==> src/rtl/e2q_pkg.sv <==
`timescale 1ns / 1ps
// Shared widths, angle constants and the CORDIC arctangent table for the
// Euler angle to quaternion converter. Depends on nothing.
package e2q_pkg;

  // Port widths.
  localparam int ANGLE_W = 17;
  localparam int QUAT_W  = 16;

  // Internal widths: reduced half angle, CORDIC datapath, sine and cosine
  // with 20 fraction bits, pair products, triple products and output sums.
  localparam int RED_W  = 19;
  localparam int XY_W   = 33;
  localparam int Z_W    = 34;
  localparam int SC_W   = 22;
  localparam int PAIR_W = 44;
  localparam int LO_W   = 21;
  localparam int HI_W   = PAIR_W - LO_W;
  localparam int TRI_W  = 66;
  localparam int SUM_W  = 67;

  // Half angles are in units of 1/256 degree.
  localparam logic signed [RED_W-1:0] HALF_TURN    = 19'sd46080;
  localparam logic signed [RED_W-1:0] FULL_TURN    = 19'sd92160;
  localparam logic signed [RED_W-1:0] QUARTER_TURN = 19'sd23040;

  // Gain-corrected start value of the CORDIC x register, 30 fraction bits.
  localparam logic signed [XY_W-1:0] CORDIC_GAIN_Q30 = 33'sd652032874;

  // Rounding constants.
  localparam logic signed [XY_W-1:0]  SC_ROUND  = 33'sd512;
  localparam logic signed [SUM_W-1:0] OUT_ROUND = SUM_W'(64'sd17592186044416);

  // Arctangent of 2^-i in units of 2^-24 degree.
  function automatic logic signed [Z_W-1:0] atan_entry(input int idx);
    logic signed [Z_W-1:0] v;
    begin
      case (idx)
        0:  v = 34'sd754974720;
        1:  v = 34'sd445687602;
        2:  v = 34'sd235489088;
        3:  v = 34'sd119537938;
        4:  v = 34'sd60000934;
        5:  v = 34'sd30029717;
        6:  v = 34'sd15018523;
        7:  v = 34'sd7509720;
        8:  v = 34'sd3754917;
        9:  v = 34'sd1877466;
        10: v = 34'sd938734;
        11: v = 34'sd469367;
        12: v = 34'sd234684;
        13: v = 34'sd117342;
        14: v = 34'sd58671;
        15: v = 34'sd29335;
        16: v = 34'sd14668;
        17: v = 34'sd7334;
        18: v = 34'sd3667;
        19: v = 34'sd1833;
        20: v = 34'sd917;
        21: v = 34'sd458;
        22: v = 34'sd229;
        23: v = 34'sd115;
        default: v = '0;
      endcase
      return v;
    end
  endfunction

endpackage

==> src/rtl/e2q_sincos.sv <==
`timescale 1ns / 1ps
// Pipelined half-angle sine and cosine: angle reduction, one CORDIC
// iteration per stage, then rounding. Depends on e2q_pkg.
module e2q_sincos #(
  parameter int CORDIC_STAGES = 16
) (
  input  logic                                 clk,
  input  logic [CORDIC_STAGES+1:0]             en,
  input  logic signed [e2q_pkg::ANGLE_W-1:0]   angle,
  output logic signed [e2q_pkg::SC_W-1:0]      cos_val,
  output logic signed [e2q_pkg::SC_W-1:0]      sin_val
);

  logic signed [e2q_pkg::XY_W-1:0] x [0:CORDIC_STAGES];
  logic signed [e2q_pkg::XY_W-1:0] y [0:CORDIC_STAGES];
  logic signed [e2q_pkg::Z_W-1:0]  z [0:CORDIC_STAGES];
  logic                            flip [0:CORDIC_STAGES];

  logic signed [e2q_pkg::Z_W-1:0] z_init;
  logic                           flip_init;

  // Reduce the half angle into [-90, 90] degrees, noting a half-turn fold.
  always_comb begin
    logic signed [e2q_pkg::RED_W-1:0] a;
    a = e2q_pkg::RED_W'(angle);
    flip_init = 1'b0;
    if (a > e2q_pkg::HALF_TURN) begin
      a = a - e2q_pkg::FULL_TURN;
    end
    if (a < -e2q_pkg::HALF_TURN) begin
      a = a + e2q_pkg::FULL_TURN;
    end
    if (a > e2q_pkg::QUARTER_TURN) begin
      a = a - e2q_pkg::HALF_TURN;
      flip_init = 1'b1;
    end
    if (a < -e2q_pkg::QUARTER_TURN) begin
      a = a + e2q_pkg::HALF_TURN;
      flip_init = 1'b1;
    end
    z_init = e2q_pkg::Z_W'(a) <<< 16;
  end

  // Stage zero holds the reduced angle and the CORDIC start vector.
  always_ff @(posedge clk) begin
    if (en[0]) begin
      x[0]    <= e2q_pkg::CORDIC_GAIN_Q30;
      y[0]    <= '0;
      z[0]    <= z_init;
      flip[0] <= flip_init;
    end
  end

  // One rotation-mode iteration per stage.
  for (genvar i = 0; i < CORDIC_STAGES; i++) begin : g_iter
    logic signed [e2q_pkg::XY_W-1:0] dx;
    logic signed [e2q_pkg::XY_W-1:0] dy;
    assign dx = y[i] >>> i;
    assign dy = x[i] >>> i;

    always_ff @(posedge clk) begin
      if (en[i+1]) begin
        flip[i+1] <= flip[i];
        if (z[i] >= 0) begin
          x[i+1] <= x[i] - dx;
          y[i+1] <= y[i] + dy;
          z[i+1] <= z[i] - e2q_pkg::atan_entry(i);
        end else begin
          x[i+1] <= x[i] + dx;
          y[i+1] <= y[i] - dy;
          z[i+1] <= z[i] + e2q_pkg::atan_entry(i);
        end
      end
    end
  end

  // Round to 20 fraction bits and undo the half-turn fold.
  logic signed [e2q_pkg::XY_W-1:0] x_rnd;
  logic signed [e2q_pkg::XY_W-1:0] y_rnd;
  logic signed [e2q_pkg::SC_W-1:0] c_val;
  logic signed [e2q_pkg::SC_W-1:0] s_val;
  assign x_rnd = x[CORDIC_STAGES] + e2q_pkg::SC_ROUND;
  assign y_rnd = y[CORDIC_STAGES] + e2q_pkg::SC_ROUND;
  assign c_val = $signed(x_rnd[e2q_pkg::SC_W+9:10]);
  assign s_val = $signed(y_rnd[e2q_pkg::SC_W+9:10]);

  always_ff @(posedge clk) begin
    if (en[CORDIC_STAGES+1]) begin
      cos_val <= flip[CORDIC_STAGES] ? -c_val : c_val;
      sin_val <= flip[CORDIC_STAGES] ? -s_val : s_val;
    end
  end

endmodule

==> config.mk <==
export PLATFORM = sky130hd
export DESIGN_NAME = e2q_sincos
export DESIGN_NICKNAME = d
export VERILOG_FILES = /design/src/rtl/e2q_pkg.sv /design/src/rtl/e2q_sincos.sv
export SDC_FILE = /design/constraint.sdc
export NUM_CORES = 2
export LEC_CHECK = 0
export ABC_AREA = 0
export ABC_CLOCK_PERIOD_IN_PS = 13140
export BUFFER_PORTS_ARGS = -buffer_cell sky130_fd_sc_hd__clkbuf_2
export CAP_MARGIN = 30
export CORE_MARGIN = 2
export CORE_UTILIZATION = 35
export CTS_CLUSTER_DIAMETER = 60
export CTS_CLUSTER_SIZE = 12
export DETAILED_ROUTE_END_ITERATION = 6
export PLACE_DENSITY = 0.46
export SETUP_SLACK_MARGIN = 0.15
export SYNTH_ARGS = -nofsm -noshare
export SYNTH_HDL_FRONTEND = slang
export SYNTH_SLANG_ARGS = --single-unit
==> constraint.sdc <==
create_clock -name clk -period 13.14 [get_ports clk]
set_clock_uncertainty 0.15 [all_clocks]
set_input_delay 1.314 -clock clk [delete_from_list [all_inputs] [get_ports clk]]
set_output_delay 1.314 -clock clk [all_outputs]
set_load 0.01 [all_outputs]
==> results.cfg <==
[status]
status = complete, no violations

[critical_path]
cp_data_required_time_ns = 13.63
cp_common_cell = sky130_fd_sc_hd__buf_4
timing.critical_path.to_type = flip-flop
slowest_stage = sky130_fd_sc_hd__buf_4
crit_path_kind = in -> reg
worst_path_largest_cell_delay_ns = 0.53
critical_path.cell_chain = buf_4, nand2_1, buf_4, inv_2, buf_4, nor2_1, xnor2_1, ha_1, a21oi_1, nor2b_1, nor4_1, nor3_1, or3_1, a31oi_1, o31ai_1, a21oi_1, o21ai_0, or4b_1, a31oi_1, xnor2_1
timing.critical_path.from_type = primary input
crit_path_max_fanout = 50
arrival_ns = 6.73

[sta]
drv_slew = 0
endpoints_failing_hold = 0
post-route-min-period_ns = 6.24
max-slew-margin-rel_pct = 31.3
worst_slack_ns = 6.90
report.final.setup_viol = 0
final_min_period_over_clock_period_pct = 47.5
rsz0062_at_grt = no
tightest_slew_ns = 1.02
hold_ws_ns = 0.265
fin_tns_setup_ns = 0
max_freq_mhz = 160

[final_layout]
layout-area-overhead-vs-synth_pct = 10.7
layout.cells.most_common = sky130_fd_sc_hd__edfxtp_1
final_cells = 17100
nets = 13900
layout_common_cells = 1454 x sky130_fd_sc_hd__edfxtp_1, 1360 x sky130_fd_sc_hd__ha_1, 1236 x sky130_fd_sc_hd__xnor2_1
drive_gt1_share_pct = 5.26

[cts]
clock_tree.htree_level_count = 4
count_of_hold_buffers_inserted_by_post_cts_repair = 0
postCtsSetupBuffers = 0
numClockSinks = 1454
cts_tree = yes
post_cts_resize_count = 0
clock_pin_slew_of_the_registers_on_the_worst_case_setup_and_hold_paths_ns = 0.06
worstSkewPairLatency_ns = 0.91
clk_path_buf_depth = 4
cts-buffers-inserted = 203
clock-root-buffer = sky130_fd_sc_hd__clkbuf_16

[route]
post_drt_wl_per_cell_um = 18.5
drt-initial-drc-count = 5105
vias = 90500
avgViaCountPerCell = 5.29
drt_pass1_iterations = 6
drc_errors = 0
antenna_violating_nets_post_route = 0
drt-total-wl_um = 317000

[grt]
groute.usage.overall_pct = 17.9
globalRouteOverflowTotal = 0
grt_pass1_vias = 90100
first_pass_grt_wire_length_um = 505000
pin_count_of_the_biggest_net_entering_global_routing = 79
grt_antenna_before_repair = 3

[placement]
detailedPlace.worstSlack_ns = 5.90
place.detailed.hpwl_um = 254000
placement.io_buffers = 79
gp_congestion = 0.868
dpl.cell_count = 16800

[yosys]
syn-num-nets = 13700
avgSynthCellArea_um2 = 9.76
synth-edff-count = 1454
muxShareOfSynthArea_pct = 1.09
synth_cell_types = 106
synth-xor-area-share_pct = 13.5
synth_top_cell_area_share_pct = 36.5
yosys.area_share.simple_pct = 13.7
biggest_area_consumer_among_synthesized_cells = sky130_fd_sc_hd__edfxtp_1
post_syn_area_um2 = 120000
dominantRegCellSynth = sky130_fd_sc_hd__edfxtp_1
netlist_top_cells_area = sky130_fd_sc_hd__edfxtp_1 37%, sky130_fd_sc_hd__ha_1 14%, sky130_fd_sc_hd__xnor2_1 9.1%
ys_warn_count = 0
combinational_family_with_the_most_area_after_synthesis = compound AO/OA/AOI/OAI gates
yosys_register_bits = 1454
async_reset_ff_share_pct = 0
synth-compound-area-share_pct = 18.1
synth-seq-area-share_pct = 36.5
syn_inst = 12300
synth_adder_area_share_pct = 15.0

[die]
row_count = 214
design.portCount = 80
core_region_area_um2 = 340000
area_of_the_die_um2 = 346000
die_x_um = 588
die_h_um = 588
initial_core_util_pct = 35.2

[hold_path]
timing.hold.worst.class = reg -> reg

[job]
max-cap-violations = 0
## per-layer routing
layer	track usage (%)	wire [µm]
met5	0	0
met4	4.70	8060
met3	1.77	9590
met2	32.7	158000
met1	22.4	141000
## state kept, by name, indices dropped and copies added, names as in the netlist
signal and flops:
x 460, cos_val 22, y 486, z 447, flip 17, sin_val 22
## cells by family after synthesis
| logic type | count (synthesis) |
|---|---|
| buf+inv | 652 |
| compound gates | 3403 |
| xor+xnor | 1845 |
| fa+ha+maj | 1405 |
| flops | 1454 |
| simple gates | 3370 |
| mux | 122 |
## Yosys cell counts, types with 182 or more instances
master	instances
sky130_fd_sc_hd__nand2_1	660
sky130_fd_sc_hd__o21ai_0	638
sky130_fd_sc_hd__xor2_1	609
sky130_fd_sc_hd__inv_1	475
sky130_fd_sc_hd__nand2b_1	182
sky130_fd_sc_hd__a21oi_1	1137
sky130_fd_sc_hd__o21a_1	197
sky130_fd_sc_hd__nor2b_1	198
sky130_fd_sc_hd__nand3_1	250
sky130_fd_sc_hd__nor2_1	1014
sky130_fd_sc_hd__nor3_1	360
sky130_fd_sc_hd__ha_1	1360
sky130_fd_sc_hd__xnor2_1	1236
sky130_fd_sc_hd__edfxtp_1	1454
sky130_fd_sc_hd__a21o_1	394
## critical path, delay by kind of cell
| kind | cells | cell delay [ns] |
|---|---|---|
| AND/OR/NAND/NOR | 7 | 1.83 |
| buffers and inverters | 4 | 1.56 |
| AO/OA/AOI/OAI | 6 | 1.31 |
| adder cells (fa/ha/maj) | 1 | 0.36 |
| XOR/XNOR | 2 | 0.25 |
## layout make-up
type / count / area, µm²
diodes: 1 / 2.50
clock buffers: 233 / 5300
clock inverters: 130 / 1500
fillers: 33100 / 207000
inverters: 481 / 1810
multi-input cells: 10100 / 73500
flip-flops and latches: 1454 / 43700
well taps: 4536 / 5680
repair buffers: 145 / 951
## worst paths after layout
path	from	to	slack (ns)	cells past startpoint
max	en[10]	y[10][32]	6.90	20
min	z[7][2]	z[8][2]	0.26	0
max reg2reg	z[4][33]	x[5][30]	7.20	16
min reg2reg	z[7][2]	z[8][2]	0.26	0
## through the flow
| stage | cell area, µm² | util (%) |
|---|---|---|
| after floorplan | 120000 | - |
| after global placement | 125000 | 36.9 |
| after detailed placement | 126000 | 36.9 |
| after CTS | 132000 | 38.9 |
| after global routing | 132000 | 39.0 |
| final | 132000 | 39.0 |
Power is left out: the tool's default activity adds up to more than one toggle a clock period on the data nets, which glitch-free logic cannot reach.
